<file path="src/design/c2p_pkg.sv">
// c2p_pkg: shared types and constants of the cartesian to polar converter
// region codes, fixed-point formats, gain constant and arctangent table
// no dependencies
package c2p_pkg;

  localparam int GUARD     = 16;  // extra fraction bits in the rotation datapath
  localparam int GAIN_FRAC = 24;  // fraction bits of the inverse gain
  localparam int ZW        = 28;  // angle accumulator width, degrees * 2^20
  localparam int TABLE_LEN = 24;
  localparam int ANGLE_W   = 16;
  localparam int AMAG_W    = 14;  // folded angle 0..90 degrees * 128
  localparam int Z_SHIFT   = 13;  // 2^20 -> 2^7 scaling of the angle

  localparam logic [GAIN_FRAC-1:0] INV_GAIN = 24'd10188014;
  localparam logic [ZW-1:0]        Z_ROUND  = 28'd4096;

  localparam logic [ANGLE_W-1:0] DEG0   = 16'd0;
  localparam logic [ANGLE_W-1:0] DEG90  = 16'd11520;
  localparam logic [ANGLE_W-1:0] DEG180 = 16'd23040;
  localparam logic [ANGLE_W-1:0] DEG270 = 16'd34560;
  localparam logic [ANGLE_W-1:0] DEG360 = 16'd46080;

  typedef enum logic [2:0] {
    REG_ORIGIN = 3'd0,
    REG_Q1     = 3'd1,
    REG_Q2     = 3'd2,
    REG_Q3     = 3'd3,
    REG_Q4     = 3'd4,
    REG_Y_AXIS = 3'd5,
    REG_X_AXIS = 3'd6
  } region_e;

  // travels beside the datapath: region and sign of the axis coordinate
  typedef struct packed {
    region_e region;
    logic    neg;
  } side_t;

  // arctangent of 2^-idx in degrees * 2^20, rounded to nearest
  function automatic logic [ZW-1:0] atan_deg_q20(input int unsigned idx);
    case (idx)
      0:       return 28'd47185920;
      1:       return 28'd27855475;
      2:       return 28'd14718068;
      3:       return 28'd7471121;
      4:       return 28'd3750058;
      5:       return 28'd1876857;
      6:       return 28'd938658;
      7:       return 28'd469357;
      8:       return 28'd234682;
      9:       return 28'd117342;
      10:      return 28'd58671;
      11:      return 28'd29335;
      12:      return 28'd14668;
      13:      return 28'd7334;
      14:      return 28'd3667;
      15:      return 28'd1833;
      16:      return 28'd917;
      17:      return 28'd458;
      18:      return 28'd229;
      19:      return 28'd115;
      20:      return 28'd57;
      21:      return 28'd29;
      22:      return 28'd14;
      23:      return 28'd7;
      default: return '0;
    endcase
  endfunction

endpackage

</file>
<file path="src/design/c2p_prep.sv">
// c2p_prep: first pipeline stage, classifies the point and folds it into quadrant one
// uses c2p_pkg
module c2p_prep #(
  parameter int COORD_WIDTH = 16,
  parameter int DW          = 35
) (
  input  logic                          clk_i,
  input  logic                          rst_ni,
  input  logic                          valid_i,
  output logic                          ready_o,
  input  logic signed [COORD_WIDTH-1:0] x_coord_i,
  input  logic signed [COORD_WIDTH-1:0] y_coord_i,
  output logic                          valid_o,
  input  logic                          ready_i,
  output logic signed [DW-1:0]          cx_o,
  output logic signed [DW-1:0]          cy_o,
  output c2p_pkg::side_t                side_o,
  output logic [COORD_WIDTH-1:0]        mag_o
);

  localparam int PAD = DW - COORD_WIDTH - c2p_pkg::GUARD;

  logic [COORD_WIDTH-1:0] x_raw, y_raw, ax, ay;
  logic                   x_zero, y_zero, en;
  c2p_pkg::side_t         side_d, side_q;
  logic [COORD_WIDTH-1:0] mag_d, mag_q;
  logic signed [DW-1:0]   cx_d, cx_q, cy_d, cy_q;
  logic                   valid_q;

  assign x_raw  = x_coord_i;
  assign y_raw  = y_coord_i;
  // unsigned view keeps the most negative value as 2^(w-1)
  assign ax     = x_raw[COORD_WIDTH-1] ? (~x_raw + 1'b1) : x_raw;
  assign ay     = y_raw[COORD_WIDTH-1] ? (~y_raw + 1'b1) : y_raw;
  assign x_zero = (x_raw == '0);
  assign y_zero = (y_raw == '0);

  always_comb begin
    side_d.neg = x_raw[COORD_WIDTH-1];
    mag_d      = ax;
    if (x_zero && y_zero) begin
      side_d.region = c2p_pkg::REG_ORIGIN;
    end else if (x_zero) begin
      side_d.region = c2p_pkg::REG_Y_AXIS;
      side_d.neg    = y_raw[COORD_WIDTH-1];
      mag_d         = ay;
    end else if (y_zero) begin
      side_d.region = c2p_pkg::REG_X_AXIS;
    end else if (!x_raw[COORD_WIDTH-1] && !y_raw[COORD_WIDTH-1]) begin
      side_d.region = c2p_pkg::REG_Q1;
    end else if (x_raw[COORD_WIDTH-1] && !y_raw[COORD_WIDTH-1]) begin
      side_d.region = c2p_pkg::REG_Q2;
    end else if (x_raw[COORD_WIDTH-1]) begin
      side_d.region = c2p_pkg::REG_Q3;
    end else begin
      side_d.region = c2p_pkg::REG_Q4;
    end
  end

  assign cx_d = $signed({{PAD{1'b0}}, ax, {c2p_pkg::GUARD{1'b0}}});
  assign cy_d = $signed({{PAD{1'b0}}, ay, {c2p_pkg::GUARD{1'b0}}});

  assign en = !valid_q || ready_i;

  always_ff @(posedge clk_i or negedge rst_ni) begin
    if (!rst_ni) begin
      valid_q <= 1'b0;
    end else if (en) begin
      valid_q <= valid_i;
    end
  end

  always_ff @(posedge clk_i) begin
    if (en && valid_i) begin
      cx_q   <= cx_d;
      cy_q   <= cy_d;
      side_q <= side_d;
      mag_q  <= mag_d;
    end
  end

  assign ready_o = en;
  assign valid_o = valid_q;
  assign cx_o    = cx_q;
  assign cy_o    = cy_q;
  assign side_o  = side_q;
  assign mag_o   = mag_q;

endmodule

</file>
<file path="config.mk">
export PLATFORM = sky130hd
export DESIGN_NAME = c2p_prep
export DESIGN_NICKNAME = d
export VERILOG_FILES = /design/src/design/c2p_pkg.sv /design/src/design/c2p_prep.sv
export SDC_FILE = /design/constraint.sdc
export NUM_CORES = 1
export LEC_CHECK = 0
export BUFFER_PORTS_ARGS = -buffer_cell sky130_fd_sc_hd__buf_2
export CORE_ASPECT_RATIO = 1.5
export CORE_MARGIN = 8
export CORE_UTILIZATION = 47
export CTS_BUF_LIST = sky130_fd_sc_hd__clkbuf_4 sky130_fd_sc_hd__clkbuf_8 sky130_fd_sc_hd__clkbuf_16
export DETAILED_ROUTE_END_ITERATION = 8
export GPL_TIMING_DRIVEN = 0
export PLACE_DENSITY = 0.8
export SYNTH_ARGS = -nofsm -noshare
export SYNTH_HDL_FRONTEND = slang
export SYNTH_SLANG_ARGS = --single-unit
</file>
<file path="constraint.sdc">
create_clock -name clk_i -period 2.9 [get_ports clk_i]
set_clock_uncertainty 0.05 [all_clocks]
set_input_delay 0.145 -clock clk_i [delete_from_list [all_inputs] [get_ports clk_i]]
set_output_delay 0.145 -clock clk_i [all_outputs]
set_load 0.02 [all_outputs]
</file>
==> out/metrics.cfg <==
[synthesis]
yosys_register_bits=53
postSynthAreaPerCell_um2=12.3
yosysMostFrequentCell=edfxtp_1
asyncSetResetFlopFracSynth_pct=1.89
yosys.area.top_type=edfxtp_1
mappedNetlistArea_um2=2880
synth.lib_cells_used.distinct=36
synth_top_cell_area_share_pct=54.3
yosysSeqAreaShare_pct=55.2
ys_dominant_reg_cell=edfxtp_1
yosys-top-cells-count=52 x edfxtp_1, 38 x buf_4, 25 x xnor2_1
synthCells=234
synth_warnings=0
number_of_enable_type_register_cells_in_the_synthesized_netlist=52
ys_top_cells_by_area=edfxtp_1 54%, buf_4 9.9%, xnor2_1 7.6%

[setup_path]
reg2regPathDepth=3
path_cells=dlygate4sd3_1, buf_2, inv_1, ha_1, nand2b_1, nor4_1, and2_1, buf_2, buf_2, a21oi_1
timing.critical_path.mode_cell=buf_2
path_class=in -> reg
path_max_fanout=10
r2r_setup_slack_ns=1.26
start_kind=input port
reg2reg_from=valid_o$_DFFE_PN0N_
critical-path-max-stage-delay_ns=0.58
slowest_library_cell_on_the_worst_path=nor4_1
crit_path_end_kind=flip-flop
worst-endpoint-required_ns=2.88
crit_arrival_ns=2.48
reg2reg_to=cy_o[25]$_DFFE_PP_

[sta]
finalSetupViolCount=0
worstMarginPinSlew_ns=0.570
final_critical_period_ns=2.50
setup_ws_ns=0.402
timing.setup.tns_ns=0
rsz0062_at_grt=false
timing.fmax_mhz=400
final_max_slew_viol_count=0
maxSlewHeadroom_pct=61.6
hold_viol_final=0
final_min_period_over_clock_period_pct=86.1

[power]
total_power_of_the_final_layout_mw=1.71
cell_area_power_density_nw_per_um2=464
worst_ir_drop_vdd_uv=225
power_leakage_nw=1.59

[drt]
number_of_vias_per_cell_after_detailed_routing=4.93
detailedRoute.firstIterationViolations=118
route.detailed.wl_per_inst_um=16.0
route.final.wire_length_um=7140
antenna_left=0
remaining_drc_errors=0
first_pass_iters=4
vias=2195

[run]
max_cap_violations=0

[placed_design]
detailedPlace.worstSlack_ns=0.301
dp_cells=435
rd_place_congestion=0.821
buffer_ports.inserted=89
detailed_placement_hpwl_um=5670

[floorplan]
io_pins=128
die-width_um=79.9
design.core.area_um2=6040
row_count=35
initial_utilization_pct=47.6
die_h_um=112
die-area_um2=8930

[cts]
clock_tree.buffer_depth=2
clock_tree_from_tritoncts=yes
numClockSinks=53
clockRootBuffer=clkbuf_8
cts_buffers=5
post_cts_resize_count=0
cts_htree_levels=2
clkLatencyLatePin_ns=0.29
cts.clk_slew.worst_paths_ns=0.09

[min_path]
hold_end=cy_o[16]$_DFFE_PP_
holdPathStages=1
min-delay-start=y_coord_i[0]
holdCritPathClass=in -> reg

[finish]
multiInputGateArea_um2=1050
final-instance-count-excl-fill=445
layout.nets=412
ant_diodes=0
layout-drive-gt1-share_pct=42.6
sequential_cell_area_um2=1590
fillers=519
flow.area_growth_from_synthesis_pct=28.1

[global_routing]
grt_antenna_before_repair=0
globalRoute.totalOverflow=0
grt_first_pass_wirelength_um=10800
grtUsageTotal_pct=15.5
pin_count_of_the_biggest_net_entering_global_routing=32
grt_pass1_vias=2228

[outcome]
status=complete, no violations

-- worst max-delay path, delay by kind of cell --
kind / cells / cell delay, ns
buffers and inverters: 5 / 1.15
AO/OA/AOI/OAI: 1 / 0.06
AND/OR/NAND/NOR: 3 / 0.96
adder cells (fa/ha/maj): 1 / 0.15
-- state kept, by name, summed over array words and instances (netlist names) --
register and cells:
valid_o 1, cx_o 16, mag_o 16, cy_o 16, side_o 4
-- repair_timing --
item / 4_1_cts / 5_1_grt
hold endpoints to repair: 3 / 0
buffers inserted: 0 / 0
hold buffers: 3 / 0
-- logic make-up after synthesis --
group,share of synthesized area [%]
simple gates,8.62
flops,55.2
compound gates,12.2
buf+inv,13.0
xor+xnor,7.62
other cells,0.130
fa+ha+maj,2.18
mux,1.09
-- cells in the final DEF, fill, tap and decap left out, types with 8 or more instances in the layout --
cell      synthesis  layout
buf_2             5      94
edfxtp_1         52      52
buf_4            38      38
conb_1            1      38
xnor2_1          25      25
a31o_2           12      12
o41ai_1           9       9
clkbuf_1          8       8
inv_1             8       8
o31ai_1           8       8
o21ai_0           8       8
-- per-layer routing --
metal / GRT usage (%) / share of wire [%] / vias to the layer above
met5: 0 / 0 / -
li1: - / - / 1065
met4: 8.29 / 2.4 / 0
met2: 26.5 / 51 / 118
met1: 15.8 / 36 / 999
met3: 5.48 / 11 / 13
-- area by class of cell --
type / instances / area share (%)
Clock buffer: 5 / 1.87
Inverter: 8 / 0.815
Sequential cell: 53 / 43.1
Clock inverter: 2 / 0.306
Tap cell: 74 / 2.51
Timing Repair Buffer: 93 / 13.5
Multi-Input combinational cell: 158 / 28.6
Buffer: 52 / 9.34
-- report_power, final --
group          internal (mW)  total, mW  switching, mW
Sequential             0.911      0.922         0.0110
Combinational          0.152      0.401          0.249
Clock                  0.163      0.387          0.225
-- stage by stage --
step | utilization [%] | area [um2] | hold WS, ns
global placement | 58.8 | 3550 | -0.130
floorplan | - | 3010 | -0.201
CTS | 61.0 | 3680 | 0.0128
finish | 61.0 | 3680 | 0.0229
global route | 61.0 | 3680 | 0.0221
detailed placement | 59.1 | 3570 | -0.127
-- worst max-delay path by stage --
stage	end	slack, ns	start	cells past startpoint
4_1_cts	side_o[2]$_SDFFCE_PP0P_	0.49	x_coord_i[0]	10
3_5_place_dp	mag_o[1]$_DFFE_PP_	0.30	y_coord_i[0]	8
2_1_floorplan	cx_o[16]$_DFFE_PP_	0.45	valid_o$_DFFE_PN0N_	2
6_report	side_o[2]$_SDFFCE_PP0P_	0.40	x_coord_i[0]	10
5_1_grt	side_o[2]$_SDFFCE_PP0P_	0.27	x_coord_i[0]	10
3_3_place_gp	mag_o[1]$_DFFE_PP_	0.31	y_coord_i[0]	8
No activity file was read; power rests on OpenSTA's default activity.
