===== src/design/c2p_pkg.sv =====
// c2p_pkg: shared types and constants of the cartesian to polar converter
// region codes, fixed-point formats, gain constant and arctangent table
// no dependencies
package c2p_pkg;

  localparam int GUARD     = 16;  // extra fraction bits in the rotation datapath
  localparam int GAIN_FRAC = 24;  // fraction bits of the inverse gain
  localparam int ZW        = 28;  // angle accumulator width, degrees * 2^20
  localparam int TABLE_LEN = 24;
  localparam int ANGLE_W   = 16;
  localparam int AMAG_W    = 14;  // folded angle 0..90 degrees * 128
  localparam int Z_SHIFT   = 13;  // 2^20 -> 2^7 scaling of the angle

  localparam logic [GAIN_FRAC-1:0] INV_GAIN = 24'd10188014;
  localparam logic [ZW-1:0]        Z_ROUND  = 28'd4096;

  localparam logic [ANGLE_W-1:0] DEG0   = 16'd0;
  localparam logic [ANGLE_W-1:0] DEG90  = 16'd11520;
  localparam logic [ANGLE_W-1:0] DEG180 = 16'd23040;
  localparam logic [ANGLE_W-1:0] DEG270 = 16'd34560;
  localparam logic [ANGLE_W-1:0] DEG360 = 16'd46080;

  typedef enum logic [2:0] {
    REG_ORIGIN = 3'd0,
    REG_Q1     = 3'd1,
    REG_Q2     = 3'd2,
    REG_Q3     = 3'd3,
    REG_Q4     = 3'd4,
    REG_Y_AXIS = 3'd5,
    REG_X_AXIS = 3'd6
  } region_e;

  // travels beside the datapath: region and sign of the axis coordinate
  typedef struct packed {
    region_e region;
    logic    neg;
  } side_t;

  // arctangent of 2^-idx in degrees * 2^20, rounded to nearest
  function automatic logic [ZW-1:0] atan_deg_q20(input int unsigned idx);
    case (idx)
      0:       return 28'd47185920;
      1:       return 28'd27855475;
      2:       return 28'd14718068;
      3:       return 28'd7471121;
      4:       return 28'd3750058;
      5:       return 28'd1876857;
      6:       return 28'd938658;
      7:       return 28'd469357;
      8:       return 28'd234682;
      9:       return 28'd117342;
      10:      return 28'd58671;
      11:      return 28'd29335;
      12:      return 28'd14668;
      13:      return 28'd7334;
      14:      return 28'd3667;
      15:      return 28'd1833;
      16:      return 28'd917;
      17:      return 28'd458;
      18:      return 28'd229;
      19:      return 28'd115;
      20:      return 28'd57;
      21:      return 28'd29;
      22:      return 28'd14;
      23:      return 28'd7;
      default: return '0;
    endcase
  endfunction

endpackage


===== src/design/c2p_rot.sv =====
// c2p_rot: one vectoring micro-rotation as one pipeline stage
// uses c2p_pkg for the arctangent table and side-band type
module c2p_rot #(
  parameter int COORD_WIDTH = 16,
  parameter int DW          = 35,
  parameter int STEP        = 0
) (
  input  logic                         clk_i,
  input  logic                         rst_ni,
  input  logic                         valid_i,
  output logic                         ready_o,
  input  logic signed [DW-1:0]         cx_i,
  input  logic signed [DW-1:0]         cy_i,
  input  logic signed [c2p_pkg::ZW-1:0] z_i,
  input  c2p_pkg::side_t               side_i,
  input  logic [COORD_WIDTH-1:0]       mag_i,
  output logic                         valid_o,
  input  logic                         ready_i,
  output logic signed [DW-1:0]         cx_o,
  output logic signed [DW-1:0]         cy_o,
  output logic signed [c2p_pkg::ZW-1:0] z_o,
  output c2p_pkg::side_t               side_o,
  output logic [COORD_WIDTH-1:0]       mag_o
);

  localparam logic signed [c2p_pkg::ZW-1:0] ATAN = $signed(c2p_pkg::atan_deg_q20(STEP));

  logic signed [DW-1:0]          dx, dy, cx_d, cy_d, cx_q, cy_q;
  logic signed [c2p_pkg::ZW-1:0] z_d, z_q;
  c2p_pkg::side_t                side_q;
  logic [COORD_WIDTH-1:0]        mag_q;
  logic                          up, en, valid_q;

  // arithmetic shift gives floor rounding
  assign dx = cy_i >>> STEP;
  assign dy = cx_i >>> STEP;
  assign up = !cy_i[DW-1];

  assign cx_d = up ? (cx_i + dx) : (cx_i - dx);
  assign cy_d = up ? (cy_i - dy) : (cy_i + dy);
  assign z_d  = up ? (z_i + ATAN) : (z_i - ATAN);

  assign en = !valid_q || ready_i;

  always_ff @(posedge clk_i or negedge rst_ni) begin
    if (!rst_ni) begin
      valid_q <= 1'b0;
    end else if (en) begin
      valid_q <= valid_i;
    end
  end

  always_ff @(posedge clk_i) begin
    if (en && valid_i) begin
      cx_q   <= cx_d;
      cy_q   <= cy_d;
      z_q    <= z_d;
      side_q <= side_i;
      mag_q  <= mag_i;
    end
  end

  assign ready_o = en;
  assign valid_o = valid_q;
  assign cx_o    = cx_q;
  assign cy_o    = cy_q;
  assign z_o     = z_q;
  assign side_o  = side_q;
  assign mag_o   = mag_q;

endmodule


===== config.mk =====
export PLATFORM = sky130hd
export DESIGN_NAME = c2p_rot
export DESIGN_NICKNAME = d
export VERILOG_FILES = /design/src/design/c2p_pkg.sv /design/src/design/c2p_rot.sv
export SDC_FILE = /design/constraint.sdc
export NUM_CORES = 1
export LEC_CHECK = 0
export BUFFER_PORTS_ARGS = -buffer_cell sky130_fd_sc_hd__buf_2
export CORE_MARGIN = 2
export CORE_UTILIZATION = 50
export DETAILED_ROUTE_END_ITERATION = 7
export GPL_TIMING_DRIVEN = 0
export PLACE_DENSITY = 0.79
export SYNTH_ARGS = -nofsm -noshare
export SYNTH_HDL_FRONTEND = slang
export SYNTH_SLANG_ARGS = --single-unit

===== constraint.sdc =====
create_clock -name clk_i -period 3.59 [get_ports clk_i]
set_input_delay 0.359 -clock clk_i [delete_from_list [all_inputs] [get_ports clk_i]]
set_output_delay 0.359 -clock clk_i [all_outputs]
set_load 0.02 [all_outputs]

==> results of run 1 <==
==> repair_timing <==
| action | CTS | global route |
|---|---|---|
| resized for setup | 0 | 1 |
| hold endpoints to repair | 1 | 0 |
| setup endpoints to repair | 0 | 1 |
| hold buffers | 1 | 0 |
==> cell type report <==
cell class / count / area [um^2] / area share [%]
multi-input cells: 781 / 5510 / 46.4
flip-flops and latches: 118 / 3540 / 29.8
repair buffers: 243 / 1240 / 10.5
inverters: 117 / 439 / 3.70
clock buffers: 17 / 425 / 3.58
well taps: 260 / 325 / 2.74
plain buffers: 47 / 205 / 1.73
clock inverters: 15 / 190 / 1.60
diodes: 2 / 5.00 / 0.0421
==> worst max path at each step <==
stage,from,slack (ns),endpoint
after floorplan,cx_i[7],0.69,cy_o[27]$_DFFE_PP_
after global placement,cx_i[5],0.03,cx_o[22]$_DFFE_PP_
after detailed placement,cx_i[5],0.01,cx_o[22]$_DFFE_PP_
after CTS,cx_i[5],0.45,cx_o[22]$_DFFE_PP_
after global routing,cx_i[5],0.09,cy_o[34]$_DFFE_PP_
final,cx_i[9],0.31,cx_o[34]$_DFFE_PP_
==> cell families after synthesis <==
kind of cell,Yosys count
AOI/OAI and AO/OA,355
DFF,118
adders and majority gates,112
and+or+nand+nor,231
xor gates and xnor gates,73
buffers and inverters,164
muxes,10
==> metal layers <==
layer / GRT usage, % / vias to the layer above
li1: - / 4347
met4: 12.8 / 0
met1: 38.9 / 4350
met2: 51.4 / 518
met3: 5.90 / 86
met5: 0 / -
==> cells in the final DEF, fill, tap and decap left out, types with 9 or more instances in the layout <==
master and count:
sky130_fd_sc_hd__a21o_1 21, sky130_fd_sc_hd__inv_1 114, sky130_fd_sc_hd__a31oi_1 11, sky130_fd_sc_hd__o21bai_1 26
sky130_fd_sc_hd__nand4_1 13, sky130_fd_sc_hd__o21ai_0 72, sky130_fd_sc_hd__nor3_1 15, sky130_fd_sc_hd__nand2b_1 11
sky130_fd_sc_hd__o211ai_1 18, sky130_fd_sc_hd__xnor2_1 64, sky130_fd_sc_hd__nor2_1 85, sky130_fd_sc_hd__a21oi_1 135
sky130_fd_sc_hd__nand3_1 12, sky130_fd_sc_hd__buf_2 252, sky130_fd_sc_hd__mux2i_1 10, sky130_fd_sc_hd__a211oi_1 12
sky130_fd_sc_hd__ha_1 108, sky130_fd_sc_hd__edfxtp_1 117, sky130_fd_sc_hd__clkbuf_1 26, sky130_fd_sc_hd__nand2_1 46
sky130_fd_sc_hd__clkbuf_16 17, sky130_fd_sc_hd__o31ai_1 10, sky130_fd_sc_hd__xor2_1 9
==> worst max-delay path, stage by stage <==
cell and delay [ns]:
sky130_fd_sc_hd__buf_2 0.11, sky130_fd_sc_hd__inv_1 0.05, sky130_fd_sc_hd__ha_1 0.27, sky130_fd_sc_hd__buf_2 0.18, sky130_fd_sc_hd__a21oi_1 0.24, sky130_fd_sc_hd__o21ai_0 0.19
sky130_fd_sc_hd__a211oi_1 0.36, sky130_fd_sc_hd__a21boi_0 0.19, sky130_fd_sc_hd__o2111a_1 0.28, sky130_fd_sc_hd__o21ai_0 0.68, sky130_fd_sc_hd__a41oi_1 0.22, sky130_fd_sc_hd__o21ai_0 0.21
sky130_fd_sc_hd__xnor2_1 0.11
==> stage by stage <==
step	setup slack, ns	hold slack [ns]	util (%)	instances	area (um^2)
2_1_floorplan	0.692	0.0634	-	1063	9680
3_3_place_gp	0.0347	0.134	59.6	1564	11200
3_5_place_dp	0.0115	0.137	59.7	1565	11200
4_1_cts	0.453	0.0981	63.0	1598	11900
5_1_grt	0.0903	0.0992	63.1	1598	11900
6_report	0.307	0.108	63.1	1600	11900
==> report_power, final <==
group / leakage, nW / internal (W) / total [W] / switching [W]
Clock: 0.296 / 0.00111 / 0.00182 / 0.000706
Combinational: 3.89 / 0.000562 / 0.00161 / 0.00104
Sequential: 1.13 / 0.00171 / 0.00174 / 0.0000299
==> registers in the layout (all words and copies together), names as in the netlist <==
name / flops
cx_o: 35
cy_o: 34
z_o: 28
mag_o: 16
side_o: 4
valid_o: 1
==> synth_stat cells (5+ instances only) <==
| cell | instances | area (um^2) |
|---|---|---|
| sky130_fd_sc_hd__a211oi_1 | 12 | 90.1 |
| sky130_fd_sc_hd__a21o_1 | 21 | 158 |
| sky130_fd_sc_hd__a21oi_1 | 135 | 676 |
| sky130_fd_sc_hd__a31oi_1 | 11 | 68.8 |
| sky130_fd_sc_hd__and2_1 | 7 | 43.8 |
| sky130_fd_sc_hd__buf_1 | 7 | 26.3 |
| sky130_fd_sc_hd__buf_2 | 11 | 55.1 |
| sky130_fd_sc_hd__clkbuf_1 | 26 | 97.6 |
| sky130_fd_sc_hd__edfxtp_1 | 117 | 3510 |
| sky130_fd_sc_hd__ha_1 | 108 | 1350 |
| sky130_fd_sc_hd__inv_1 | 114 | 428 |
| sky130_fd_sc_hd__mux2i_1 | 10 | 100 |
| sky130_fd_sc_hd__nand2_1 | 46 | 173 |
| sky130_fd_sc_hd__nand2b_1 | 11 | 68.8 |
| sky130_fd_sc_hd__nand3_1 | 12 | 60.1 |
| sky130_fd_sc_hd__nand4_1 | 13 | 81.3 |
| sky130_fd_sc_hd__nor2_1 | 85 | 319 |
| sky130_fd_sc_hd__nor2b_1 | 8 | 50.1 |
| sky130_fd_sc_hd__nor3_1 | 16 | 80.1 |
| sky130_fd_sc_hd__nor4_1 | 8 | 50.1 |
| sky130_fd_sc_hd__o211ai_1 | 18 | 135 |
| sky130_fd_sc_hd__o21a_1 | 5 | 37.5 |
| sky130_fd_sc_hd__o21ai_0 | 72 | 360 |
| sky130_fd_sc_hd__o21bai_1 | 26 | 195 |
| sky130_fd_sc_hd__o31ai_1 | 10 | 75.1 |
| sky130_fd_sc_hd__or3_1 | 5 | 31.3 |
| sky130_fd_sc_hd__xnor2_1 | 64 | 561 |
| sky130_fd_sc_hd__xor2_1 | 9 | 78.8 |
==> out/qor.yml, run 1 <==
postSynthNetCount: 1297
post-dp-hpwl_mm: 24.4
clkLatencyLatePin_ns: 0.43
synth-edff-count: 117
layout.filler_cells: 1641
synth_top_family_by_area: "compound AO/OA/AOI/OAI gates"
floorplan.die.height_um: 143
finalWorstPathRequiredPeriod_ns: 3.28
gp_congestion: 0.975
category_of_the_most_critical_setup_path: "primary input to flop"
drc: 0
relSlewSlack_pct: 36.9
top_achievable_clock_speed_mhz: 305
leakagePower_nw: 5.31
antenna_found_initial: 0
finalSetupViolCount: 0
synth-compound-area-share_pct: 22.9
route.vias.total: 9301
m1WireLength_mm: 12.7
muxShareOfSynthArea_pct: 1.03
grt_max_degree: 75
start_util_pct: 51.4
irDropWorstVdd_mv: 0.309
cap_violations: 0
numClockSinks: 118
regToRegSetupSlack_ns: 1.75
clk_root_buf: "sky130_fd_sc_hd__clkbuf_16"
regToRegEndpoint: "cx_o[28]$_DFFE_PP_"
post-route-period-util_pct: 91.4
post_drt_wl_per_cell_um: 19.9
tritoncts: "built"
unrepaired_setup_endpoints_after_global_routing: "no"
fp.dieArea_mm2: 0.0205
gr-total-overflow: 0
critical_path.max_fanout: 10
met3_length_mm: 3.02
synth-simple-area-share_pct: 11.4
setup_total_negative_slack_ns: 0
fin_nets: 1559
mappedNetlistArea_mm2: 0.00968
run_status: "finished, final reports clean"
drt-total-wl_mm: 31.9
min-delay-path-class: "primary input to flop"
synth_cells: 1063
cts-buffers-inserted: 17
synth-adder-area-share_pct: 14.8
drt_iter0_markers: 881
worst_setup_path_end_kind: "flop"
yosys_warnings: 0
path_clk_slew_ns: 0.06
synth_seq_area_share_pct: 36.5
timing_worst_slew_pin_value_ns: 0.947
timing.final.hold_violations: 0
number_of_pins_with_negative_max_slew_slack_in_the_final_report: 0
ys_dominant_reg_cell: "sky130_fd_sc_hd__edfxtp_1"
timing.rr.start: "valid_o$_DFFE_PN0N_"
power_w: 0.00516
grt_pass1_wl_mm: 48.2
critPathArrivalTime_ns: 3.44
worstHoldPathCells: 1
crit_required_ns: 3.75
first_pass_iters: 7
synthToLayoutAreaGrowth_pct: 22.7
vias_in_the_first_global_route: 9043
avgSynthCellArea_um2: 9.11
min_from: "z_i[0]"
power_dens_cells_mw_per_mm2: 435
routed-wl-met2_mm: 15.1
synthDistinctLibCells: 70
synth_xor_area_share_pct: 6.60
num_rows: 50
endpoint_of_the_worst_hold_path: "z_o[0]$_DFFE_PP_"
worst_clock_skew_ns: 0.00977
dieWidth_um: 143
io_pins: 242
synth_seq_cells: 118
average_via_count_per_standard_cell: 5.81
start_kind: "primary input"
cts_max_path_buffers: 2
htree_num_levels: 4
core_area_mm2: 0.0188
final_antenna_net_count: 0
drive_above_1_share_pct: 22.3
async_reset_ff_share_pct: 0.847
place.port_buffers: 241
worst-r2r-cell-count: 3
route.top_layer_used: "met4"
cts.repair_timing.setup_buffer_count: 0
overall_routing_resource_usage_pct: 30.8
(Power assumes the default switching activity.)
==> inputs of run 2 (changes only) <==
Settings changed: CAP_MARGIN from default to 20, PLACE_DENSITY 0.79 to default, PLACE_DENSITY_LB_ADDON from default to 0.2.
==> run 2 against run 1 <==
  * Combinational power is essentially flat
  * Die area did not move
  * Utilization is the same
  * Sequential share of layout area unchanged
  * Clock-buffer cell count unchanged
  * First-iteration DRC count grew 4.2%
  * Clock skew shrank 0.0014 ns
  * Global-route usage shrank 0.20 points
  * Critical endpoint is now cx_o[22]$_DFFE_PP_
  * Highest routed layer unchanged
==> out/qor.yml, run 2 (same netlist as run 1, synthesis figures left out) <==
run_status: "finished, final reports clean"
most-common-layout-cells: "sky130_fd_sc_hd__buf_2 (252), sky130_fd_sc_hd__a21oi_1 (135), sky130_fd_sc_hd__edfxtp_1 (117), sky130_fd_sc_hd__inv_1 (114), sky130_fd_sc_hd__ha_1 (108)"
worst_clock_skew_ns: 0.00832  # -0.00145 ns
post-dp-hpwl_mm: 24.5  # +0.17%
final_antenna_net_count: 0  # unchanged
timing.final.hold_violations: 0  # unchanged
antenna_found_initial: 0  # unchanged
antenna_cells: 0  # -2
min_from: "mag_i[15]"
cts_max_path_buffers: 2  # unchanged
gr-total-overflow: 0  # unchanged
drt_iter0_markers: 918  # +4.2%
pre_cts_slack_ns: -0.0255  # -0.0371 ns
irDropWorstVdd_mv: 0.317  # +2.7%
finalSetupViolCount: 0  # unchanged
cts-buffers-inserted: 17  # unchanged
finalNonFillerCells: 1597  # -0.19%
fin_nets: 1559  # unchanged
drc: 0  # unchanged
number_of_pins_with_negative_max_slew_slack_in_the_final_report: 0  # unchanged
leakagePower_nw: 5.32  # +0.21%
first_pass_iters: 5  # -2
grt_pass1_wl_mm: 47.7  # -1.0%
critPathArrivalTime_ns: 3.45  # about the same
route.vias.total: 9199  # -1.1%
setup_total_negative_slack_ns: 0  # unchanged
route.top_layer_used: "met4"
clk_root_buf: "sky130_fd_sc_hd__clkbuf_16"
top_achievable_clock_speed_mhz: 303  # -0.64%
grt_max_degree: 63  # -16%
place.port_buffers: 241  # unchanged
tritoncts: "built"
io_pins: 242  # unchanged
finalWorstPathRequiredPeriod_ns: 3.30  # +0.0211 ns
most_common_cell_after_layout_fill_and_taps_aside: "sky130_fd_sc_hd__buf_2"
m1WireLength_mm: 13.3  # +5.1%
relSlewSlack_pct: 32.6  # -4.2 points
vias_in_the_first_global_route: 8820  # -2.5%
cap_violations: 0  # unchanged
finalCoreUtilization_pct: 63.1  # unchanged
drt-total-wl_mm: 31.6  # -0.79%
fp.dieArea_mm2: 0.0205  # unchanged
placed_cells_incl_taps: 1565  # unchanged
postLayoutSetupSlackWorst_ns: 0.286  # -0.0211 ns
post-route-period-util_pct: 92.0  # +0.59 points
met3_length_mm: 2.80  # -7.5%
clkLatencyLatePin_ns: 0.43  # about the same
critical_path.max_fanout: 10  # unchanged
unrepaired_setup_endpoints_after_global_routing: "no"
largest_reg_flops: 35  # unchanged
start_util_pct: 51.4  # unchanged
timing.rr.start: "valid_o$_DFFE_PN0N_"
core_area_mm2: 0.0188  # unchanged
start_kind: "primary input"
average_via_count_per_standard_cell: 5.76  # -0.91%
critical_path.startpoint: "cx_i[5]"
num_rows: 50  # unchanged
category_of_the_most_critical_setup_path: "primary input to flop"
synthToLayoutAreaGrowth_pct: 22.7  # unchanged
power_dens_cells_mw_per_mm2: 438  # +0.73%
drive_above_1_share_pct: 22.3  # -0.058 points
dieWidth_um: 143  # unchanged
floorplan.die.height_um: 143  # unchanged
crit_required_ns: 3.74  # about the same
timing_worst_slew_pin_value_ns: 1.01  # +0.0636 ns
numClockSinks: 118  # unchanged
post_drt_wl_per_cell_um: 19.8  # -0.60%
min-delay-path-class: "primary input to flop"
cts_resized: 0  # unchanged
layout.filler_cells: 1649  # +0.49%
htree_num_levels: 4  # unchanged
routed-wl-met2_mm: 14.7  # -2.7%
overall_routing_resource_usage_pct: 30.6  # -0.20 points
worst_setup_path_end_kind: "flop"
gp_congestion: 0.971  # -0.46%
path_clk_slew_ns: 0.06  # about the same
## run 2: power breakdown
part           switching [W]  total (W)  internal (W)
Clock               0.000694    0.00186       0.00117
Sequential         0.0000284    0.00174       0.00171
Combinational        0.00104    0.00160      0.000562
Total                0.00176    0.00520       0.00344
## run 2: layout make-up
cell class | count | area [um^2] | share of cell area [%]
timing repair buffer | 243 | 1240 | 10.5
sequential | 118 | 3540 | 29.8
clock inverter | 14 | 200 | 1.69
multi-input combinational | 781 | 5500 | 46.3
clock buffer | 17 | 425 | 3.58
inverter | 117 | 439 | 3.70
buffer | 47 | 205 | 1.73
tap | 260 | 325 | 2.74
## run 2: metrics by stage
step	cell area (um^2)	hold WS (ns)	total power (W)
3_3_place_gp	11200	0.133	0.00332
4_1_cts	11900	0.101	0.00520
3_5_place_dp	11200	0.135	0.00333
2_1_floorplan	9680	0.0634	0.00282
6_report	11900	0.111	0.00520
5_1_grt	11900	0.103	0.00541
## run 2: metal layers
layer  up-vias  GRT usage [%]
met1      4319           40.2
met3        62           6.10
met2       468           49.7
li1       4350              -
met4         0           11.6
met5         -              0
## run 2: worst paths after layout
path / end / slack, ns / cells past startpoint
hold / removal: mag_o[15]$_DFFE_PP_ / 0.11 / 1
setup / recovery: cx_o[22]$_DFFE_PP_ / 0.29 / 13
setup reg to reg: cy_o[32]$_DFFE_PP_ / 1.70 / 3
max in group asynchronous: valid_o$_DFFE_PN0N_ / 3.27 / 2
min in group asynchronous: valid_o$_DFFE_PN0N_ / 0.24 / 2
hold reg to reg: valid_o$_DFFE_PN0N_ / 0.55 / 2
## run 2: worst max-delay path: stages
cell	delay, ns
sky130_fd_sc_hd__buf_2	0.11
sky130_fd_sc_hd__inv_1	0.04
sky130_fd_sc_hd__ha_1	0.33
sky130_fd_sc_hd__buf_2	0.24
sky130_fd_sc_hd__nor3b_1	0.09
sky130_fd_sc_hd__nor3_1	0.40
sky130_fd_sc_hd__a21oi_1	0.24
sky130_fd_sc_hd__o211ai_1	0.44
sky130_fd_sc_hd__o311ai_1	0.29
sky130_fd_sc_hd__a211o_1	0.35
sky130_fd_sc_hd__a21oi_1	0.20
sky130_fd_sc_hd__o21ai_0	0.13
sky130_fd_sc_hd__xnor2_1	0.20
## run 2: timing repair
action | in CTS | in global routing
hold buffers | 1 | 0
buffers inserted | 0 | 0
endpoints found under the hold margin | 1 | 0
