===== src/design/c2p_pkg.sv =====
// c2p_pkg: shared types and constants of the cartesian to polar converter
// region codes, fixed-point formats, gain constant and arctangent table
// no dependencies
package c2p_pkg;

  localparam int GUARD     = 16;  // extra fraction bits in the rotation datapath
  localparam int GAIN_FRAC = 24;  // fraction bits of the inverse gain
  localparam int ZW        = 28;  // angle accumulator width, degrees * 2^20
  localparam int TABLE_LEN = 24;
  localparam int ANGLE_W   = 16;
  localparam int AMAG_W    = 14;  // folded angle 0..90 degrees * 128
  localparam int Z_SHIFT   = 13;  // 2^20 -> 2^7 scaling of the angle

  localparam logic [GAIN_FRAC-1:0] INV_GAIN = 24'd10188014;
  localparam logic [ZW-1:0]        Z_ROUND  = 28'd4096;

  localparam logic [ANGLE_W-1:0] DEG0   = 16'd0;
  localparam logic [ANGLE_W-1:0] DEG90  = 16'd11520;
  localparam logic [ANGLE_W-1:0] DEG180 = 16'd23040;
  localparam logic [ANGLE_W-1:0] DEG270 = 16'd34560;
  localparam logic [ANGLE_W-1:0] DEG360 = 16'd46080;

  typedef enum logic [2:0] {
    REG_ORIGIN = 3'd0,
    REG_Q1     = 3'd1,
    REG_Q2     = 3'd2,
    REG_Q3     = 3'd3,
    REG_Q4     = 3'd4,
    REG_Y_AXIS = 3'd5,
    REG_X_AXIS = 3'd6
  } region_e;

  // travels beside the datapath: region and sign of the axis coordinate
  typedef struct packed {
    region_e region;
    logic    neg;
  } side_t;

  // arctangent of 2^-idx in degrees * 2^20, rounded to nearest
  function automatic logic [ZW-1:0] atan_deg_q20(input int unsigned idx);
    case (idx)
      0:       return 28'd47185920;
      1:       return 28'd27855475;
      2:       return 28'd14718068;
      3:       return 28'd7471121;
      4:       return 28'd3750058;
      5:       return 28'd1876857;
      6:       return 28'd938658;
      7:       return 28'd469357;
      8:       return 28'd234682;
      9:       return 28'd117342;
      10:      return 28'd58671;
      11:      return 28'd29335;
      12:      return 28'd14668;
      13:      return 28'd7334;
      14:      return 28'd3667;
      15:      return 28'd1833;
      16:      return 28'd917;
      17:      return 28'd458;
      18:      return 28'd229;
      19:      return 28'd115;
      20:      return 28'd57;
      21:      return 28'd29;
      22:      return 28'd14;
      23:      return 28'd7;
      default: return '0;
    endcase
  endfunction

endpackage


===== src/design/c2p_post.sv =====
// c2p_post: gain correction multiply stage and result stage
// uses c2p_pkg; the result register drives the output channel
module c2p_post #(
  parameter int COORD_WIDTH = 16,
  parameter int DW          = 35
) (
  input  logic                          clk_i,
  input  logic                          rst_ni,
  input  logic                          valid_i,
  output logic                          ready_o,
  input  logic signed [DW-1:0]          cx_i,
  input  logic signed [c2p_pkg::ZW-1:0] z_i,
  input  c2p_pkg::side_t                side_i,
  input  logic [COORD_WIDTH-1:0]        mag_i,
  output logic                          valid_o,
  input  logic                          ready_i,
  output logic [COORD_WIDTH-1:0]        radius_o,
  output logic [c2p_pkg::ANGLE_W-1:0]   angle_o,
  output c2p_pkg::region_e              region_o
);

  localparam int GF  = c2p_pkg::GAIN_FRAC;
  localparam int HW  = DW - GF;
  localparam int RSW = DW + 1 - c2p_pkg::GUARD;
  localparam logic [DW:0] R_HALF = (DW + 1)'(1) << (c2p_pkg::GUARD - 1);

  // multiply stage
  logic [DW-1:0]                 cx_pos;
  logic [HW-1:0]                 hi;
  logic [GF-1:0]                 lo;
  logic [DW-1:0]                 ph_d, ph_q;
  logic [2*GF-1:0]               pl_full;
  logic [GF-1:0]                 pl_q;
  logic [c2p_pkg::ZW-1:0]        z_pos, z_rnd;
  logic [c2p_pkg::ZW-c2p_pkg::Z_SHIFT-1:0] a_full;
  logic [c2p_pkg::AMAG_W-1:0]    a_d, a_q;
  c2p_pkg::side_t                side_q;
  logic [COORD_WIDTH-1:0]        mag_q;
  logic                          en_m, valid_m_q;

  // result stage
  logic [DW:0]                   r_sum;
  logic [RSW-1:0]                r_scaled;
  logic [COORD_WIDTH-1:0]        rad_d, rad_q;
  logic [c2p_pkg::ANGLE_W-1:0]   a16, ang_d, ang_q;
  c2p_pkg::region_e              reg_q;
  logic                          en_o, valid_o_q;

  assign cx_pos  = cx_i[DW-1] ? '0 : cx_i;
  assign hi      = cx_pos[DW-1:GF];
  assign lo      = cx_pos[GF-1:0];
  assign ph_d    = DW'(hi) * DW'(c2p_pkg::INV_GAIN);
  assign pl_full = (2*GF)'(lo) * (2*GF)'(c2p_pkg::INV_GAIN);

  assign z_pos  = z_i[c2p_pkg::ZW-1] ? '0 : z_i;
  assign z_rnd  = z_pos + c2p_pkg::Z_ROUND;
  assign a_full = z_rnd[c2p_pkg::ZW-1:c2p_pkg::Z_SHIFT];
  assign a_d    = (c2p_pkg::ANGLE_W'(a_full) > c2p_pkg::DEG90) ?
                  c2p_pkg::AMAG_W'(c2p_pkg::DEG90) : a_full[c2p_pkg::AMAG_W-1:0];

  assign en_m = !valid_m_q || en_o;

  always_ff @(posedge clk_i or negedge rst_ni) begin
    if (!rst_ni) begin
      valid_m_q <= 1'b0;
    end else if (en_m) begin
      valid_m_q <= valid_i;
    end
  end

  always_ff @(posedge clk_i) begin
    if (en_m && valid_i) begin
      ph_q   <= ph_d;
      pl_q   <= pl_full[2*GF-1:GF];
      a_q    <= a_d;
      side_q <= side_i;
      mag_q  <= mag_i;
    end
  end

  // radius rounding and saturation
  assign r_sum    = {1'b0, ph_q} + (DW + 1)'(pl_q) + R_HALF;
  assign r_scaled = r_sum[DW:c2p_pkg::GUARD];
  assign a16      = c2p_pkg::ANGLE_W'(a_q);

  always_comb begin
    rad_d = (|r_scaled[RSW-1:COORD_WIDTH]) ? '1 : r_scaled[COORD_WIDTH-1:0];
    ang_d = a16;
    case (side_q.region)
      c2p_pkg::REG_ORIGIN: begin
        rad_d = '0;
        ang_d = c2p_pkg::DEG0;
      end
      c2p_pkg::REG_Y_AXIS: begin
        rad_d = mag_q;
        ang_d = side_q.neg ? c2p_pkg::DEG270 : c2p_pkg::DEG90;
      end
      c2p_pkg::REG_X_AXIS: begin
        rad_d = mag_q;
        ang_d = side_q.neg ? c2p_pkg::DEG180 : c2p_pkg::DEG0;
      end
      c2p_pkg::REG_Q1: ang_d = a16;
      c2p_pkg::REG_Q2: ang_d = c2p_pkg::DEG180 - a16;
      c2p_pkg::REG_Q3: ang_d = c2p_pkg::DEG180 + a16;
      c2p_pkg::REG_Q4: begin
        // a full turn wraps to zero
        ang_d = (a_q == '0) ? c2p_pkg::DEG0 : (c2p_pkg::DEG360 - a16);
      end
      default: ang_d = a16;
    endcase
  end

  assign en_o = !valid_o_q || ready_i;

  always_ff @(posedge clk_i or negedge rst_ni) begin
    if (!rst_ni) begin
      valid_o_q <= 1'b0;
    end else if (en_o) begin
      valid_o_q <= valid_m_q;
    end
  end

  always_ff @(posedge clk_i) begin
    if (en_o && valid_m_q) begin
      rad_q <= rad_d;
      ang_q <= ang_d;
      reg_q <= side_q.region;
    end
  end

  assign ready_o  = en_m;
  assign valid_o  = valid_o_q;
  assign radius_o = rad_q;
  assign angle_o  = ang_q;
  assign region_o = reg_q;

endmodule

===== config.mk =====
export PLATFORM = sky130hd
export DESIGN_NAME = c2p_post
export DESIGN_NICKNAME = d
export VERILOG_FILES = /design/src/design/c2p_pkg.sv /design/src/design/c2p_post.sv
export SDC_FILE = /design/constraint.sdc
export NUM_CORES = 1
export LEC_CHECK = 0
export BUFFER_PORTS_ARGS = -buffer_cell sky130_fd_sc_hd__clkbuf_2
export CORE_ASPECT_RATIO = 0.9
export CORE_MARGIN = 1.5
export CORE_UTILIZATION = 61
export CTS_BUF_LIST = sky130_fd_sc_hd__clkbuf_2 sky130_fd_sc_hd__clkbuf_4 sky130_fd_sc_hd__clkbuf_8
export DETAILED_ROUTE_END_ITERATION = 8
export PLACE_DENSITY = 0.84
export SLEW_MARGIN = 15
export SYNTH_ARGS = -nofsm -noshare
export SYNTH_HDL_FRONTEND = slang
export SYNTH_SLANG_ARGS = --single-unit

===== constraint.sdc =====
create_clock -name clk_i -period 4.85 [get_ports clk_i]
set_input_delay 1.455 -clock clk_i [delete_from_list [all_inputs] [get_ports clk_i]]
set_output_delay 1.455 -clock clk_i [all_outputs]
set_load 0.02 [all_outputs]

==> impl_results.md, run 1 <==
- Vias in the first global route: around 19k
- FF-to-FF End: radius_o[2]$_DFFE_PP_
- Setup crit start kind: primary input
- Die area: around 0.037 mm^2
- Chip height: 184 um
- Yosys cell types: 73
- Layout Skew: around 13 ps
- Grt ovf: 0
- R2R setup slack: ~980 ps
- Critical Path RT: 5080 ps
- CTS Buffer Depth: 2
- P_int: between 10 and 15 mW
- Synth warn: 0
- Post-synthesis cell area: between 0.02 and 0.025 mm^2
- Placed cell areas: 0.0264 mm^2
- Minimum clock period after layout: 7830 ps
- Iteration-0 DRC Markers: about 1.6k
- Peak VDD IR: 0.000901 V
- Pwr Density: 754 mW/mm^2
- Leak: approximately 15 nW
- Outcome: complete, but fails checks
- Post-synth top flop: edfxtp_1
- Post-Route WL: approximately 67 mm
- Net Count, Synth: about 3.0k
- Power Total: 21.2 mW
- Max-Slew Margin vs Limit: 0.404
- Combinational share of power: 0.852
- R2r startpoint: pl_q[9]$_DFFE_PP_
- Slew Limit Fails: 0
- Wire per inst: 20.8 um
- Setup WS post-layout: -2980 ps
- RSZ-0062 raised after global routing: yes
- Max Clock Freq: about 130 MHz
- R2r worst-path depth: 11
- Finished layout cell area: between 0.02 and 0.03 mm^2
- Row cnt: 66
- CTS buffer count: 17
- Ys async rst share: 0.0157
- Hpwl dp: ~52 mm
- Ports: 124
- ANT nets after route: 0
- Clock share of power: 0.048
- Final period utilization: 1.61
- # setup viols final: between 40 and 50
- Die Wd: between 200 and 250 um
- Post-synth EDFFs: 125
- H-tree Lvls: 4
- Critical Path Sink Type: flop
- Post-synthesis sequential area ratio: 0.172
- Setup Slack @ Placement: -3450 ps
- CP Launch Point: cx_i[34]
- Worst Hold Depth: 1
- Sequential share of power: 0.099
- Largest net degree at the start of global routing: between 90 and 100
- Initial antenna violation count: 0
- Starting Density: 0.616
- Switching power: around 10 mW
- TritonCTS clock tree: yes
- Detailed Routing Iterations Pass 1: 7
- Final net count: 3,505
- Worst-path clk slew: approximately 90 ps
- Hold Path Class: flop to flop
- Max Cap Violations: 0
- Port bufs: roughly 110
- Share of cells above drive strength 1: 0.288
- CTS Hold Bufs: 0
- Area grow syn2layout: 26.7%
- Setup crit end: pl_q[18]$_DFFE_PP_
- Switching Share: 0.481
- GRT Resource Usage Total: 0.346
- DRC: 0
- Hold Vio Cnt, Final: 0
- Core area: approximately 0.036 mm^2
- Post-Synthesis Cells: 2,225
- Skew-Pair Late Insertion Delay: between 400 and 500 ps
- RD Place Congestion: slightly above 1
- Vias per cell: between 5 and 6
- Arrival time worst endpoint: 8060 ps
- Synthesized area per cell: approximately 10 um^2
- Failing checks: negative setup slack
- Total number of vias: between 15k and 20k
- Root Driver: clkbuf_8
- Setup Crit Path Kind: primary input to flop
- Fillcell total: 2,135
- First-pass GRT wire length: 99.9 mm
- Crit path max fanout: 26
- Flops & latches, synth: 127
- Worst Hold Launch: valid_m_q$_DFFE_PN0N_
- Clock Sinks: about 130
- Worst Tran Pin Value: 894 ps
[power by group through the flow]
stage | clock network [mW] | registers (mW) | logic (mW)
3_3_place_gp | 0 | 2.09 | 13.5
4_1_cts | 1.01 | 2.08 | 16.0
5_1_grt | 1.06 | 2.11 | 19.5
6_report | 1.02 | 2.10 | 18.0
3_5_place_dp | 0 | 2.10 | 14.4
2_1_floorplan | 0 | 2.06 | 8.74
[layout by cell type (no fill, tap or decap), drive strengths merged, types with 10 or more instances in the layout]
cell type and count:
edfxtp 125, fa 320, and3 10, o21a 14, nor2 88, a21o 47
a22o 10, o211ai 13, nand3 20, or3 11, nor2b 40, o21ai 67
xnor2 85, inv 535, clkbuf 131, nand2b 44, buf 433, xor2 39
o21bai 11, nand4 12, ha 361, nand2 74, nor3 19, a21oi 95
and2 29, a31oi 12
[sequential cells by signal (all words and copies together), names as in the netlist]
register   flops
valid_o        1
region_o       3
ph_q          33
a_q           14
mag_q         16
angle_o       16
valid_m_q      1
radius_o      16
side_q         4
pl_q          23
[per-layer routing]
layer / GRT usage / vias to the layer above / wire length [um]
met2: 0.583 / 925 / 32300
met1: 0.463 / 9088 / 26600
met4: 0.0844 / 0 / 2210
met5: 0 / - / 0
li1: - / 8257 / -
met3: 0.0663 / 190 / 5980
[worst max-delay path, stage by stage]
cell and delay (ps):
clkbuf_16 140, buf_4 190, buf_12 170, nor2b_1 220, nand2_2 150, buf_4 170, fa_1 490, inv_1 50
ha_1 320, fa_1 530, fa_1 540, fa_1 600, inv_1 80, fa_1 460, inv_1 150, ha_4 220
a21o_1 150, a21o_1 190, a21oi_2 180, o211ai_1 140, o211a_4 300, o41a_1 370, o41ai_4 420, o21bai_1 150
xor2_1 170
[cell families (layout without fill, tap and decap cells)]
kind of cell | Yosys count | after routing | synth area share
AOI/OAI and AO/OA | 335 | 335 | 0.100
xor gates and xnor gates | 124 | 124 | 0.0490
adders and majority gates | 681 | 681 | 0.493
buffers and inverters | 587 | 1112 | 0.0996
DFF | 127 | 127 | 0.172
muxes | 2 | 2 | 0.00102
other | 0 | 1 | 0
and+or+nand+nor | 369 | 369 | 0.0857
[metrics by stage]
stage	setup TNS, ps	utilization	std cells	hold WS [ps]
CTS	-84980	0.764	3213	516
global route	-95110	0.780	3226	518
floorplan	-95730	-	2225	424
finish	-90440	0.780	3227	511
global placement	-121660	0.734	3167	462
detailed placement	-127610	0.734	3167	496
[cells in the mapped netlist, types with 5 or more instances]
cell / n / area (um^2)
a31oi_1: 10 / 62.6
a22o_1: 10 / 87.6
o211ai_1: 13 / 97.6
fa_1: 320 / 6410
clkbuf_1: 46 / 173
nor3_1: 18 / 90.1
a21o_1: 46 / 345
or2_2: 6 / 37.5
nand4_1: 12 / 75.1
nand2b_1: 44 / 275
and2_1: 28 / 175
xor2_1: 39 / 342
nor2b_1: 40 / 250
nor2_1: 88 / 330
o21ai_0: 65 / 325
and4_1: 8 / 70.1
inv_1: 536 / 2010
o21a_1: 14 / 105
xnor2_1: 85 / 744
nand3_1: 20 / 100
and3_1: 10 / 62.6
edfxtp_1: 125 / 3750
nand2_1: 74 / 278
ha_1: 361 / 4520
o21bai_1: 11 / 82.6
a21oi_1: 95 / 475
or3_1: 10 / 62.6
a21boi_0: 5 / 37.5
a221o_1: 7 / 70.1
a211oi_1: 9 / 67.6
[area by class of cell]
| cell class | instances | area, um^2 | share of cell area |
|---|---|---|---|
| multi-input combinational | 1511 | 17200 | 0.613 |
| timing repair buffer | 544 | 3990 | 0.142 |
| inverter | 536 | 2050 | 0.0729 |
| tap | 476 | 596 | 0.0212 |
| antenna | 1 | 2.50 | 0.0000891 |
| clock buffer | 20 | 269 | 0.00958 |
| sequential | 127 | 3800 | 0.135 |
| clock inverter | 12 | 160 | 0.00570 |
[worst min path at each step]
| stage | end | slack (ps) |
|---|---|---|
| floorplan | region_o[2]$_DFFE_PP_ | 420 |
| global placement | valid_o$_DFFE_PN0P_ | 460 |
| detailed placement | valid_o$_DFFE_PN0P_ | 500 |
| CTS | valid_o$_DFFE_PN0P_ | 520 |
| global route | valid_o$_DFFE_PN0P_ | 520 |
| finish | valid_o$_DFFE_PN0P_ | 510 |
[what timing repair did]
item	CTS	global route
setup endpoints to repair	51	50
pin swaps	41	59
resized for setup	124	107
setup buffers	14	16
No activity file was read; power rests on OpenSTA's default activity.
==> run 2: changes to the inputs <==
--- a/config.mk
+++ b/config.mk
@@ -12,6 +12,7 @@
 export CTS_BUF_LIST = sky130_fd_sc_hd__clkbuf_2 sky130_fd_sc_hd__clkbuf_4 sky130_fd_sc_hd__clkbuf_8
 export DETAILED_ROUTE_END_ITERATION = 8
 export PLACE_DENSITY = 0.84
+export SETUP_SLACK_MARGIN = 0.1
 export SLEW_MARGIN = 15
 export SYNTH_ARGS = -nofsm -noshare
 export SYNTH_HDL_FRONTEND = slang
==> run 2 against run 1 <==
Against the previous run:
- register-to-register slack about the same
- critical path depth decreased by 2
- global-route usage about the same
- the run still ends with negative setup slack left
- first-iteration DRC count up 6.8%
- sequential share of layout area barely moved
- final area barely moved
- hold slack improved by 0.73 ps
==> impl_results.md, run 2 (synthesis results as in run 1) <==
- Core area: roughly 0.036 mm^2
- Setup WS post-layout: -2920 ps
- Clock share of power: 0.049
- Setup TNS: -89,340 ps
- Most frequent cells in the layout: inv_1 (500), buf_4 (406), ha_1 (333)
- P_int: ~11 mW
- Iteration-0 DRC Markers: between 1.5k and 2k
- Setup crit start kind: primary input
- Max reg flops: 33
- Setup Crit Path Kind: primary input to flop
- Hold Path Class: flop to flop
- Biggest regs: ph_q: 33 flops, pl_q: 23 flops
- Max-Slew Margin vs Limit: 0.427
- Switching Share: 0.477
- Ports: 124
- Starting Density: 0.616
- Final net count: 3,505
- Post-Route WL: 66.7 mm
- Clock Sinks: 127
- Power Total: ~21 mW
- Combinational share of power: 0.851
- Sequential share of power: 0.100
- Detailed Routing Iterations Pass 1: 8
- Layout Skew: around 17 ps
- Most flops, register: ph_q
- Switching power: 9.99 mW
- Max Cap Violations: 0
- Initial antenna violation count: 0
- Arrival time worst endpoint: 8000 ps
- Largest net degree at the start of global routing: 91
- Grt ovf: 0
- R2r worst-path depth: 11
- Fillcell total: roughly 2.2k
- First-pass GRT wire length: ~100 mm
- Total number of vias: about 18k
- Die Wd: a little over 200 um
- Final period utilization: 1.60
- Hold Vio Cnt, Final: 0
- Vias in the first global route: 19.0k
- ANT nets after route: 0
- Hpwl dp: slightly above 50 mm
- Most common library cell in the layout ignoring fill and taps: inv_1
- Max Clock Freq: about 130 MHz
- Wire per inst: 20.7 um
- R2R setup slack: around 970 ps
- # setup viols final: around 50
- Vias per cell: 5.72
- Skew-Pair Late Insertion Delay: around 470 ps
- Setup crit end: pl_q[18]$_DFFE_PP_
- Failing checks: negative setup slack
- Chip height: 184 um
- Critical Path Sink Type: flop
- Util after Layout: 0.781
- RSZ-0062 raised after global routing: yes
- Slew Limit Fails: 0
- Minimum clock period after layout: 7770 ps
- GRT Resource Usage Total: 0.346
- Worst-path clk slew: about 80 ps
- FF-to-FF End: radius_o[2]$_DFFE_PP_
- Root Driver: clkbuf_8
- Worst Tran Pin Value: between 800 and 900 ps
- Peak VDD IR: between 0.0009 and 0.001 V
- CTS Buffer Depth: 2
- Pwr Density: 745 mW/mm^2
- R2r startpoint: pl_q[10]$_DFFE_PP_
- DRC: 0
- Die area: between 0.03 and 0.04 mm^2
- Row cnt: between 60 and 70
- CP Launch Point: cx_i[34]
- Share of cells above drive strength 1: 0.291
- Crit path max fanout: 7
- Port bufs: 111
- H-tree Lvls: 4
- Outcome: complete, but fails checks
- Critical Path RT: 5080 ps
- RD Place Congestion: 1.01
- CTS Hold Bufs: 0
- Hold WS: between 500 and 600 ps
- Leak: roughly 15 nW
- TritonCTS clock tree: yes
- Worst Hold Launch: valid_m_q$_DFFE_PN0N_
- CTS buffer count: 17
- Area grow syn2layout: 26.8%
run 2: how the worst min path moves through the flow:
stage	end	slack (ps)	depth (start not counted)
floorplan	region_o[2]$_DFFE_PP_	420	0
global placement	valid_o$_DFFE_PN0P_	460	1
detailed placement	valid_o$_DFFE_PN0P_	500	1
CTS	valid_o$_DFFE_PN0P_	520	1
global route	valid_o$_DFFE_PN0P_	520	1
finish	valid_o$_DFFE_PN0P_	510	1
run 2: cell type report:
class / count / area [um^2] / area share
multi-input cells: 1511 / 17200 / 0.613
flip-flops and latches: 127 / 3800 / 0.135
diodes: 2 / 5.00 / 0.000178
clock inverters: 12 / 160 / 0.00570
well taps: 476 / 596 / 0.0212
inverters: 536 / 2050 / 0.0729
repair buffers: 544 / 3990 / 0.142
clock buffers: 20 / 269 / 0.00957
run 2: routing by layer:
metal / part of all wire / global-route usage
met5: 0 / 0
met4: 0.032 / 0.0835
met3: 0.086 / 0.0665
met2: 0.48 / 0.583
met1: 0.40 / 0.463
run 2: power groups by stage:
stage                     logic, mW  clock network [mW]  registers, mW
after detailed placement       14.4                   0           2.10
final                          17.8                1.02           2.10
after CTS                      16.0                1.01           2.08
after global placement         13.5                   0           2.09
after floorplan                8.74                   0           2.06
after global routing           19.3                1.06           2.11
run 2: stage by stage:
step / cell area (um^2) / setup slack [ps] / cells
5_1_grt: 28100 / -3030 / 3226
4_1_cts: 27500 / -2710 / 3213
3_5_place_dp: 26400 / -3450 / 3167
6_report: 28100 / -2920 / 3228
3_3_place_gp: 26400 / -3260 / 3167
2_1_floorplan: 22400 / -3030 / 2225
run 2: repair_timing:
item,CTS,global route
endpoints found under the setup margin,51,50
resized for setup,126,115
pin swaps,41,61
setup buffers,14,16
run 2: critical path, stage by stage:
cell,delay [ps]
clkbuf_16,140
nand2b_4,170
buf_6,130
fa_1,550
fa_1,430
fa_1,540
inv_1,60
fa_2,550
fa_1,440
fa_1,530
inv_2,50
fa_1,520
inv_2,60
ha_4,240
a21o_1,190
a21o_1,160
a21oi_2,190
o211ai_1,150
o211a_4,300
o41a_1,370
o41ai_4,410
o21bai_1,150
xor2_1,170
